### src/rtl/sha256_pkg.sv
package sha256_pkg;

    typedef logic [31:0] word_t;

    localparam int unsigned NumRounds = 64;
    localparam int unsigned BlockWords = 16;
    localparam int unsigned HashWords = 8;

    localparam logic [7:0] PadMarker = 8'h80;
    localparam logic [5:0] LenOffset = 6'd56;

    function automatic word_t round_const(input logic [5:0] idx);
        word_t k;
        case (idx)
            6'd0: k = 32'h428a2f98;  6'd1: k = 32'h71374491;
            6'd2: k = 32'hb5c0fbcf;  6'd3: k = 32'he9b5dba5;
            6'd4: k = 32'h3956c25b;  6'd5: k = 32'h59f111f1;
            6'd6: k = 32'h923f82a4;  6'd7: k = 32'hab1c5ed5;
            6'd8: k = 32'hd807aa98;  6'd9: k = 32'h12835b01;
            6'd10: k = 32'h243185be; 6'd11: k = 32'h550c7dc3;
            6'd12: k = 32'h72be5d74; 6'd13: k = 32'h80deb1fe;
            6'd14: k = 32'h9bdc06a7; 6'd15: k = 32'hc19bf174;
            6'd16: k = 32'he49b69c1; 6'd17: k = 32'hefbe4786;
            6'd18: k = 32'h0fc19dc6; 6'd19: k = 32'h240ca1cc;
            6'd20: k = 32'h2de92c6f; 6'd21: k = 32'h4a7484aa;
            6'd22: k = 32'h5cb0a9dc; 6'd23: k = 32'h76f988da;
            6'd24: k = 32'h983e5152; 6'd25: k = 32'ha831c66d;
            6'd26: k = 32'hb00327c8; 6'd27: k = 32'hbf597fc7;
            6'd28: k = 32'hc6e00bf3; 6'd29: k = 32'hd5a79147;
            6'd30: k = 32'h06ca6351; 6'd31: k = 32'h14292967;
            6'd32: k = 32'h27b70a85; 6'd33: k = 32'h2e1b2138;
            6'd34: k = 32'h4d2c6dfc; 6'd35: k = 32'h53380d13;
            6'd36: k = 32'h650a7354; 6'd37: k = 32'h766a0abb;
            6'd38: k = 32'h81c2c92e; 6'd39: k = 32'h92722c85;
            6'd40: k = 32'ha2bfe8a1; 6'd41: k = 32'ha81a664b;
            6'd42: k = 32'hc24b8b70; 6'd43: k = 32'hc76c51a3;
            6'd44: k = 32'hd192e819; 6'd45: k = 32'hd6990624;
            6'd46: k = 32'hf40e3585; 6'd47: k = 32'h106aa070;
            6'd48: k = 32'h19a4c116; 6'd49: k = 32'h1e376c08;
            6'd50: k = 32'h2748774c; 6'd51: k = 32'h34b0bcb5;
            6'd52: k = 32'h391c0cb3; 6'd53: k = 32'h4ed8aa4a;
            6'd54: k = 32'h5b9cca4f; 6'd55: k = 32'h682e6ff3;
            6'd56: k = 32'h748f82ee; 6'd57: k = 32'h78a5636f;
            6'd58: k = 32'h84c87814; 6'd59: k = 32'h8cc70208;
            6'd60: k = 32'h90befffa; 6'd61: k = 32'ha4506ceb;
            6'd62: k = 32'hbef9a3f7; 6'd63: k = 32'hc67178f2;
            default: k = 32'h0;
        endcase
        return k;
    endfunction

    function automatic word_t init_hash(input logic [2:0] idx);
        word_t h;
        case (idx)
            3'd0: h = 32'h6a09e667;
            3'd1: h = 32'hbb67ae85;
            3'd2: h = 32'h3c6ef372;
            3'd3: h = 32'ha54ff53a;
            3'd4: h = 32'h510e527f;
            3'd5: h = 32'h9b05688c;
            3'd6: h = 32'h1f83d9ab;
            3'd7: h = 32'h5be0cd19;
            default: h = 32'h0;
        endcase
        return h;
    endfunction

    function automatic word_t rotr(input word_t x, input int unsigned n);
        return (x >> n) | (x << (32 - n));
    endfunction

    function automatic word_t big_sigma0(input word_t x);
        return rotr(x, 2) ^ rotr(x, 13) ^ rotr(x, 22);
    endfunction

    function automatic word_t big_sigma1(input word_t x);
        return rotr(x, 6) ^ rotr(x, 11) ^ rotr(x, 25);
    endfunction

    function automatic word_t small_sigma0(input word_t x);
        return rotr(x, 7) ^ rotr(x, 18) ^ (x >> 3);
    endfunction

    function automatic word_t small_sigma1(input word_t x);
        return rotr(x, 17) ^ rotr(x, 19) ^ (x >> 10);
    endfunction

endpackage

### src/rtl/sha256_stream_hasher_unit.sv
// A request with a byte is taken only while idle; every 64th byte then starts a
// compression: the block memory is loaded into the schedule, 64 rounds run at one
// per cycle and the result is added into the hash memory. A message end adds the
// padding bytes at one per cycle, one or two compressions, and then reads, captures
// and offers each digest word in turn. Reset clears all control state and marks the
// hash memory as holding the initial hash values; the block memory is not cleared.
module sha256_stream_hasher_unit
(
    input  logic        clk,
    input  logic        rst_n,
    input  logic        in_valid,
    output logic        in_stall,
    input  logic [7:0]  data_byte,
    input  logic        byte_present,
    input  logic        message_end,
    output logic        out_valid,
    input  logic        out_stall,
    output logic [31:0] digest_word,
    output logic [2:0]  word_number,
    output logic        last_word
);

    localparam logic [2:0] S_IDLE  = 3'd0;
    localparam logic [2:0] S_PAD   = 3'd1;
    localparam logic [2:0] S_LOAD  = 3'd2;
    localparam logic [2:0] S_ROUND = 3'd3;
    localparam logic [2:0] S_FIN   = 3'd4;
    localparam logic [2:0] S_ORD   = 3'd5;
    localparam logic [2:0] S_OCAP  = 3'd6;
    localparam logic [2:0] S_OWAIT = 3'd7;

    logic [2:0]  state_reg, state_next;
    logic [5:0]  fill_reg, fill_next;
    logic [63:0] len_reg, len_next;
    logic [23:0] word_reg, word_next;
    logic        pad_active_reg, pad_active_next;
    logic        pad_first_reg, pad_first_next;
    logic        len_ok_reg, len_ok_next;
    logic        final_reg, final_next;
    logic [5:0]  cnt_reg, cnt_next;
    logic [2:0]  oj_reg, oj_next;
    logic [7:0]  hvalid_reg, hvalid_next;
    logic        out_valid_reg, out_valid_next;
    logic [31:0] out_word_reg, out_word_next;

    sha256_pkg::word_t v_reg [8];
    sha256_pkg::word_t v_next [8];
    sha256_pkg::word_t w_reg [16];
    sha256_pkg::word_t w_next [16];

    // Block memory, one 32-bit big-endian word per entry.
    sha256_pkg::word_t w_mem [16];
    logic        wm_we;
    logic [3:0]  wm_waddr, wm_raddr;
    sha256_pkg::word_t wm_wdata, wm_rdata;

    // Chaining value memory.
    sha256_pkg::word_t h_mem [8];
    logic        hm_we;
    logic [2:0]  hm_waddr, hm_raddr;
    sha256_pkg::word_t hm_wdata, hm_rdata;
    logic [2:0]  h_addr_reg;
    logic        h_ok_reg;
    sha256_pkg::word_t h_val;

    logic        accept;
    logic        byte_go;
    logic [7:0]  byte_val;
    logic        wrap;
    logic [63:0] len_shift;
    sha256_pkg::word_t t1, t2, w_new;

    always_ff @(posedge clk)
    begin
        if (wm_we)
        begin
            w_mem[wm_waddr] <= wm_wdata;
        end
        wm_rdata <= w_mem[wm_raddr];
        if (hm_we)
        begin
            h_mem[hm_waddr] <= hm_wdata;
        end
        hm_rdata <= h_mem[hm_raddr];
    end

    // Entries of the hash memory never written since the last digest read as the IV.
    assign h_val = h_ok_reg ? hm_rdata : sha256_pkg::init_hash(h_addr_reg);

    assign in_stall = (state_reg != S_IDLE);
    assign accept = in_valid && !in_stall;
    assign out_valid = out_valid_reg;
    assign digest_word = out_word_reg;
    assign word_number = oj_reg;
    assign last_word = (oj_reg == 3'd7);

    assign len_shift = len_reg >> {(3'd7 - fill_reg[2:0]), 3'b000};

    always_comb
    begin
        t1 = v_reg[7] + sha256_pkg::big_sigma1(v_reg[4])
             + ((v_reg[4] & v_reg[5]) ^ (~v_reg[4] & v_reg[6]))
             + sha256_pkg::round_const(cnt_reg) + w_reg[0];
        t2 = sha256_pkg::big_sigma0(v_reg[0])
             + ((v_reg[0] & v_reg[1]) ^ (v_reg[0] & v_reg[2]) ^ (v_reg[1] & v_reg[2]));
        w_new = w_reg[0] + sha256_pkg::small_sigma0(w_reg[1]) + w_reg[9]
                + sha256_pkg::small_sigma1(w_reg[14]);
    end

    always_comb
    begin
        state_next = state_reg;
        fill_next = fill_reg;
        len_next = len_reg;
        word_next = word_reg;
        pad_active_next = pad_active_reg;
        pad_first_next = pad_first_reg;
        len_ok_next = len_ok_reg;
        final_next = final_reg;
        cnt_next = cnt_reg;
        oj_next = oj_reg;
        hvalid_next = hvalid_reg;
        out_valid_next = out_valid_reg;
        out_word_next = out_word_reg;
        v_next = v_reg;
        w_next = w_reg;
        wm_we = 1'b0;
        wm_waddr = fill_reg[5:2];
        wm_raddr = cnt_reg[3:0];
        hm_we = 1'b0;
        hm_waddr = cnt_reg[2:0] - 3'd1;
        hm_raddr = cnt_reg[2:0];
        hm_wdata = h_val + v_reg[0];
        byte_go = 1'b0;
        byte_val = data_byte;
        wrap = 1'b0;

        case (state_reg)
            S_IDLE:
            begin
                byte_go = accept && byte_present;
            end
            S_PAD:
            begin
                byte_go = 1'b1;
                if (pad_first_reg)
                begin
                    byte_val = sha256_pkg::PadMarker;
                end
                else if (len_ok_reg && (fill_reg >= sha256_pkg::LenOffset))
                begin
                    byte_val = len_shift[7:0];
                end
                else
                begin
                    byte_val = 8'h00;
                end
            end
            default:
            begin
                byte_go = 1'b0;
            end
        endcase

        wm_wdata = {word_reg, byte_val};
        if (byte_go)
        begin
            word_next = {word_reg[15:0], byte_val};
            wm_we = (fill_reg[1:0] == 2'd3);
            fill_next = fill_reg + 6'd1;
            wrap = (fill_reg == 6'd63);
        end

        case (state_reg)
            S_IDLE:
            begin
                if (byte_go)
                begin
                    len_next = len_reg + 64'd8;
                end
                if (accept && message_end)
                begin
                    pad_active_next = 1'b1;
                    pad_first_next = 1'b1;
                    len_ok_next = 1'b0;
                    final_next = 1'b0;
                    state_next = S_PAD;
                end
                if (wrap)
                begin
                    cnt_next = 6'd0;
                    state_next = S_LOAD;
                end
            end
            S_PAD:
            begin
                pad_first_next = 1'b0;
                if (pad_first_reg && (fill_reg < sha256_pkg::LenOffset))
                begin
                    len_ok_next = 1'b1;
                end
                if (wrap)
                begin
                    if (len_ok_reg)
                    begin
                        final_next = 1'b1;
                    end
                    else
                    begin
                        len_ok_next = 1'b1;
                    end
                    cnt_next = 6'd0;
                    state_next = S_LOAD;
                end
            end
            S_LOAD:
            begin
                // Read data of the previous cycle is captured in every load step but the first.
                cnt_next = cnt_reg + 6'd1;
                if (cnt_reg != 6'd0)
                begin
                    for (int i = 0; i < 15; i++)
                    begin
                        w_next[i] = w_reg[i + 1];
                    end
                    w_next[15] = wm_rdata;
                    if (cnt_reg <= 6'd8)
                    begin
                        for (int i = 0; i < 7; i++)
                        begin
                            v_next[i] = v_reg[i + 1];
                        end
                        v_next[7] = h_val;
                    end
                end
                if (cnt_reg == 6'd16)
                begin
                    cnt_next = 6'd0;
                    state_next = S_ROUND;
                end
            end
            S_ROUND:
            begin
                for (int i = 0; i < 15; i++)
                begin
                    w_next[i] = w_reg[i + 1];
                end
                w_next[15] = w_new;
                v_next[7] = v_reg[6];
                v_next[6] = v_reg[5];
                v_next[5] = v_reg[4];
                v_next[4] = v_reg[3] + t1;
                v_next[3] = v_reg[2];
                v_next[2] = v_reg[1];
                v_next[1] = v_reg[0];
                v_next[0] = t1 + t2;
                cnt_next = cnt_reg + 6'd1;
                if (cnt_reg == 6'd63)
                begin
                    cnt_next = 6'd0;
                    state_next = S_FIN;
                end
            end
            S_FIN:
            begin
                cnt_next = cnt_reg + 6'd1;
                if (cnt_reg != 6'd0)
                begin
                    hm_we = 1'b1;
                    hvalid_next[hm_waddr] = 1'b1;
                    for (int i = 0; i < 7; i++)
                    begin
                        v_next[i] = v_reg[i + 1];
                    end
                end
                if (cnt_reg == 6'd8)
                begin
                    cnt_next = 6'd0;
                    if (final_reg)
                    begin
                        oj_next = 3'd0;
                        state_next = S_ORD;
                    end
                    else if (pad_active_reg)
                    begin
                        state_next = S_PAD;
                    end
                    else
                    begin
                        state_next = S_IDLE;
                    end
                end
            end
            S_ORD:
            begin
                hm_raddr = oj_reg;
                state_next = S_OCAP;
            end
            S_OCAP:
            begin
                out_word_next = h_val;
                out_valid_next = 1'b1;
                state_next = S_OWAIT;
            end
            S_OWAIT:
            begin
                if (!out_stall)
                begin
                    out_valid_next = 1'b0;
                    if (oj_reg == 3'd7)
                    begin
                        hvalid_next = 8'h00;
                        fill_next = 6'd0;
                        len_next = 64'd0;
                        pad_active_next = 1'b0;
                        pad_first_next = 1'b0;
                        len_ok_next = 1'b0;
                        final_next = 1'b0;
                        state_next = S_IDLE;
                    end
                    else
                    begin
                        oj_next = oj_reg + 3'd1;
                        state_next = S_ORD;
                    end
                end
            end
            default:
            begin
                state_next = S_IDLE;
            end
        endcase
    end

    always_ff @(posedge clk or negedge rst_n)
    begin
        if (!rst_n)
        begin
            state_reg <= S_IDLE;
            fill_reg <= 6'd0;
            len_reg <= 64'd0;
            pad_active_reg <= 1'b0;
            pad_first_reg <= 1'b0;
            len_ok_reg <= 1'b0;
            final_reg <= 1'b0;
            cnt_reg <= 6'd0;
            oj_reg <= 3'd0;
            hvalid_reg <= 8'h00;
            out_valid_reg <= 1'b0;
        end
        else
        begin
            state_reg <= state_next;
            fill_reg <= fill_next;
            len_reg <= len_next;
            pad_active_reg <= pad_active_next;
            pad_first_reg <= pad_first_next;
            len_ok_reg <= len_ok_next;
            final_reg <= final_next;
            cnt_reg <= cnt_next;
            oj_reg <= oj_next;
            hvalid_reg <= hvalid_next;
            out_valid_reg <= out_valid_next;
        end
    end

    always_ff @(posedge clk)
    begin
        word_reg <= word_next;
        out_word_reg <= out_word_next;
        v_reg <= v_next;
        w_reg <= w_next;
        h_addr_reg <= hm_raddr;
        h_ok_reg <= hvalid_reg[hm_raddr];
    end

`ifndef SYNTHESIS
    a_out_only_in_wait: assert property (@(posedge clk) disable iff (!rst_n)
        out_valid |-> (state_reg == S_OWAIT))
        else $error("result shown outside the output wait state");

    a_load_on_full_block: assert property (@(posedge clk) disable iff (!rst_n)
        (state_reg != S_LOAD) && (state_next == S_LOAD) |-> (fill_next == 6'd0))
        else $error("compression started on a partial block");

    a_clear_after_digest: assert property (@(posedge clk) disable iff (!rst_n)
        out_valid && !out_stall && last_word |=> (fill_reg == 6'd0) && (len_reg == 64'd0)
            && (hvalid_reg == 8'h00))
        else $error("message state not cleared after the last digest word");

    a_no_request_while_busy: assert property (@(posedge clk) disable iff (!rst_n)
        (state_reg == S_ROUND) |=> in_stall)
        else $error("request taken during compression");
`endif

endmodule
### config.mk
export PLATFORM = sky130hd
export DESIGN_NAME = sha256_stream_hasher_unit
export DESIGN_NICKNAME = d
export VERILOG_FILES = /design/src/rtl/sha256_pkg.sv /design/src/rtl/sha256_stream_hasher_unit.sv
export SDC_FILE = /design/constraint.sdc
export NUM_CORES = 2
export LEC_CHECK = 0
export BUFFER_PORTS_ARGS = -buffer_cell sky130_fd_sc_hd__buf_2
export CORE_MARGIN = 3
export CORE_UTILIZATION = 30
export DETAILED_ROUTE_END_ITERATION = 12
export PLACE_DENSITY = 0.55
export REMOVE_ABC_BUFFERS = 1
export SLEW_MARGIN = 20
export SYNTH_ARGS = -nofsm -noshare
export SYNTH_HDL_FRONTEND = slang
export SYNTH_SLANG_ARGS = --single-unit
### constraint.sdc
create_clock -name clk -period 59.3 [get_ports clk]
set_input_delay 14.825 -clock clk [delete_from_list [all_inputs] [get_ports clk]]
set_output_delay 14.825 -clock clk [all_outputs]
set_load 0.005 [all_outputs]
-- Word-level counts from Yosys, hierarchy flattened
Memories as Yosys holds them, arrays and structs flattened. A register that Yosys moved wholly into a read port is not among the register bits.
Index checks and enable logic that the tools add are counted.
- order comparisons: 6
- add/sub/neg operators: 17
- equal/unequal tests: 29
- shifts and indexed selects: 1
- mux-type cells: 73
- bitwise gates (word level): 28
- reduce and logical (&&, ||, !) cells: 30
- operator list (operator ; number):
    one-hot mux 512 bit (2 select lines) ; 1
    one-hot mux 224 bit (3 select lines) ; 1
    two-way mux 256 bit ; 2
    two-way mux 512 bit ; 1
    adder 32 bit ; 11
    bitwise XOR 32 bit ; 9
    two-way mux 224 bit ; 1
    two-way mux 64 bit ; 3
    AND 32 bit ; 5
    one-hot mux 64 bit (2 select lines) ; 1
    adder 64 x 4 -> 64 bit (second input constant) ; 1
    one-hot mux 32 bit (2 select lines) ; 1
    right shift 64 x 6 -> 8 bit ; 1
    two-way mux 6 bit ; 8
    two-way mux 8 bit ; 6
    two-way mux 3 bit ; 14
    two-way mux 32 bit ; 1
    NOT 32 bit ; 1
    bitwise OR 10 x 32 -> 32 bit ; 1
    bitwise OR 13 x 32 -> 32 bit ; 1
    bitwise OR 14 x 32 -> 32 bit ; 1
    bitwise OR 15 x 32 -> 32 bit ; 1
    bitwise OR 19 x 32 -> 32 bit ; 1
    bitwise OR 21 x 32 -> 32 bit ; 1
    48 further kinds ; 110
- register bits: 920
- output and inout port bits: 38
- bits in writable memories: 768
- word-level logic and storage cells: 226
- memory bits (read-only): 2296
- memories kept: 4
- input port bits: 14
- memory list (memory ; words ; bits a word ; rd ports ; clocked after memory_dff ; write ports ; line ; source):
    (no name shown) ; 64 ; 32 ; 1 ; 0 ; 0 ; sha256_pkg.sv:14 ; case (idx)
    w_mem ; 16 ; 32 ; 1 ; 1 ; 1 ; sha256_stream_hasher_unit.sv:52 ; sha256_pkg::word_t w_mem [16];
    h_mem ; 8 ; 32 ; 1 ; 1 ; 1 ; sha256_stream_hasher_unit.sv:58 ; sha256_pkg::word_t h_mem [8];
    (no name shown) ; 8 ; 31 ; 1 ; 1 ; 0 ; sha256_pkg.sv:54 ; case (idx)

-- Logic depth before layout (Yosys ltp)
- depth after elaboration: 9
- gate-level depth with buffers: 40
- depth with buffers taken out: 36

-- Worst setup path after synthesis
OpenSTA, ideal clock, no wires.
- kind: reg-to-reg
- from: register cnt_reg[0]
- to: register w_reg[0] in the netlist's numbering (enable)
- data required time: 57.903 ns
- path buffers: 4
- library setup time: 1.397 ns
- slack: 34.617 ns
- cell stages (with the launch flop): 11
- data arrival time: 23.286 ns
- period minus slack after synthesis: 24.683 ns
- cells stage by stage: dfrtp_1 clkbuf_1 clkbuf_1 inv_1 clkbuf_1 ha_1 clkbuf_1 nand2_1 or3_1 nor2_1 nor2_1
- word-level cells in the longest chain between the ends: 3
- RTL lines (item ; line ; source):
    from (decl) ; sha256_stream_hasher_unit.sv:40 ; logic [5:0] cnt_reg, cnt_next;
    from (signal assigned) ; sha256_stream_hasher_unit.sv:360 ; cnt_reg <= cnt_next;
    nonzero test 6 bit ; sha256_stream_hasher_unit.sv:220 ; if (cnt_reg != 6'd0)
    != test 2 bit (no line) ; - ;
    AND reduction 2 bit (no line) ; - ;
    to (signal assigned) ; sha256_stream_hasher_unit.sv:372 ; w_reg <= w_next;
    to (decl) ; sha256_stream_hasher_unit.sv:48 ; sha256_pkg::word_t w_reg [16];
No other way between the ends.
A chain may end at the register's enable or synchronous reset.

-- Worst setup path in the final report
- from: input in_valid
- to: register state_reg[0]
- word-level cells in the longest chain between the ends: 6
- elaborated cells between the ends (all ways): 10
- classes of those cells: 2 x eq/ne; 4 x mux; 4 x reduce/logical
- RTL lines (item ; line ; source):
    from (decl) ; sha256_stream_hasher_unit.sv:11 ; input logic in_valid,
    logical AND 1 bit * ; sha256_stream_hasher_unit.sv:91 ; assign accept = in_valid && !in_stall;
    logical AND 1 bit * ; sha256_stream_hasher_unit.sv:141 ; byte_go = accept && byte_present;
    one-hot mux 1 bit (2 select lines) * ; sha256_stream_hasher_unit.sv:138 ; case (state_reg)
    named net byte_go ; sha256_stream_hasher_unit.sv:67 ; logic byte_go;
    two-way mux 1 bit * ; sha256_stream_hasher_unit.sv:166 ; if (byte_go)
    two-way mux 3 bit (tied with other cells) ; sha256_stream_hasher_unit.sv:189 ; if (wrap)
    one-hot mux 3 bit (8 select lines) or AND reduction 6 bit (tied branches) ; - ;
    to (signal assigned) ; sha256_stream_hasher_unit.sv:353 ; state_reg <= state_next;
    to (decl) ; sha256_stream_hasher_unit.sv:32 ; logic [2:0] state_reg, state_next;
Mark *: on every way through the listed nets, which the timed path passes. The rest lies on a longest branch.

==> summary.txt <==
status: completed
WP data arrival: 18.35 ns
CTS Hold Bufs: 0
Syn Inst Count: 6,437
kind of critical path: primary input to flop
share of cells above drive strength 1: 0.110
post-synthesis area per instance: 13.0 sq um
cts repair resizes: 0
Total GRT Usage: 0.153
Seq cells post-synth: 1,779
Via density: 4.89
Worst EP required: 60.04 ns
Worst-Skew Late Latency: 0.86 ns
FFs w/ async S/R, synth: 0.0517
# Max-Cap Violations: 0
Seq/Total Area, Yosys: 0.624
CTS sink cnt: 1,779
DRT Pass-1 Iters: 5
fmax: 0.0568 GHz
Clock transition at path regs: 0.07 ns
Clock Tree Root: clkbuf_16
type of the tightest min-delay check: flop to flop
num rows: 192
fin crit period: 17.61 ns
Net count, final: 6,837
CP startpoint kind: primary input
ANT nets after route: 0
# DRC: 0
total die area: 284,000 sq um
Routability Congestion: 0.886
DRT iter0 DRCs: 5,336
Syn-to-layout area delta: 13.2%
CTS tree: built
input/output buffers: 51
Final setup viols: 0
Ports: 52
hpwl dp: 152,000 um
number of fill cells: 26,800
CP Max Fanout: 33
global-route wire length before repair: 329,000 um
worst slew pin tran: 1.19 ns
initial antenna violation count: 15
Max Clock Skew: 0.0980 ns
final WL: 224,000 um
final hold violation count: 0
largest net degree at the start of global routing: 181
Die Wd: 533 um
Post-CTS Setup Inserts: 0
final period utilization: 0.297
die height: 533 um
Pins Over Slew Limit: 0
Critical Path Sink Type: flop
Post-synth EDFFs: 1,592
yosys warns: 0
Clock Tree Buf Depth: 3
Hold WS: 0.391 ns
Initial Util: 0.303
TritonCTS Buffers: 184
Synth cell types: 88
Slew HR: 0.203
setup_tns: 0 ns
vias in the first global route: 49,000
grt ovf: 0
DR vias: 50,400
WL/cell: 21.8 um
RSZ-0062 raised after global routing: false
ys flop type: edfxtp_1
core footprint: 275,000 sq um
Cell Area, Synth: 83,400 sq um
CTS H-tree depth: 4
layout make-up:
type / instances / area, sq um / area share
flip-flops and latches: 1779 / 52000 / 0.551
multi-input cells: 3890 / 28700 / 0.304
clock buffers: 215 / 4800 / 0.0509
well taps: 3686 / 4610 / 0.0489
inverters: 448 / 1680 / 0.0178
clock inverters: 132 / 1480 / 0.0157
repair buffers: 136 / 1060 / 0.0113
diodes: 5 / 12.5 / 0.000133
final timing paths:
path | startpoint | end | slack (ns) | cells past startpoint
worst min-delay path | w_reg[150] | w_reg[182] | 0.39 | 0
worst min register to register | w_reg[150] | w_reg[182] | 0.39 | 0
min in group asynchronous | rst_n | out_valid | 13.83 | 1
worst max register to register | cnt_reg[0] | v_reg[255] | 48.48 | 33
worst max-delay path | in_valid | state_reg[0] | 41.69 | 10
max in group asynchronous | rst_n | cnt_reg[0] | 44.39 | 2
worst max-delay path: stages:
cell and delay, ns:
buf_2 0.09, nand2_1 0.07, or3_1 0.44, nand2_2 0.70, nand4_1 0.43, inv_2 0.79
nor4_1 0.12, a311oi_1 0.58, a21oi_1 0.16, a21oi_1 0.14
layer usage:
| layer | GRT usage | part of all wire |
|---|---|---|
| met5 | 0 | 0.00012 |
| met4 | 0.0381 | 0.023 |
| met3 | 0.0348 | 0.078 |
| met2 | 0.225 | 0.44 |
| met1 | 0.228 | 0.46 |
kinds of logic after synthesis:
group	after synthesis	share of synthesized area
flops	1779	0.624
fa+ha+maj	386	0.0748
xor+xnor	444	0.0466
simple gates	1869	0.0966
mux	259	0.0545
compound gates	932	0.0690
buf+inv	768	0.0347
cell usage in the layout (no fill, tap or decap), drive strengths merged, types with 16 or more instances in the layout:
cell and instances:
buf 136, a21oi 220, dfxtp 95, o21a 19, mux2 92, ha 196
inv 458, o21ai 319, and2 42, nand3 259, nor3 52, a21o 91
a31oi 57, nor2b 29, edfxtp 1592, nand2 1067, mux2i 20, mux4 147
bufinv 19, xor2 214, dfrtp 92, clkinv 92, o31ai 18, or3 27
nand4 27, o21bai 25, clkbuf 215, o211ai 16, fa 188, and3 29
nand2b 33, nor2 263, a211oi 61, xnor2 230
cells in the mapped netlist, drive strengths merged (16+ instances only):
master,count,area (sq um)
dfrtp,92,2300
fa,188,3760
nor2b,29,181
a21o,91,683
mux4,147,3310
clkbuf,266,998
and3,29,181
inv,446,1670
xnor2,230,2010
a31oi,57,363
nand2,1067,4010
o21a,19,143
nor3,52,277
nand2b,33,206
nand4,27,169
dfxtp,95,1900
a21oi,220,1110
nor2,263,1000
a211oi,61,463
o31ai,18,135
mux2,92,1040
mux2i,20,200
and2,42,263
o211ai,16,120
o21bai,25,188
nand3,259,1300
or3,27,169
buf,54,215
xor2,214,1870
edfxtp,1592,47800
ha,196,2450
o21ai,319,1600
per-stage QoR:
step	instances	worst slack, ns	utilization	area (sq um)
after floorplan	6117	29.03	-	82200
after global placement	9933	40.84	0.320	87900
after detailed placement	9935	40.76	0.320	88000
after CTS	10300	41.66	0.343	94200
after global routing	10300	41.40	0.343	94400
final	10300	41.69	0.343	94400
Power is not shown: default switching activity piles up to over one toggle a cycle in this logic, so the estimate is an artifact.
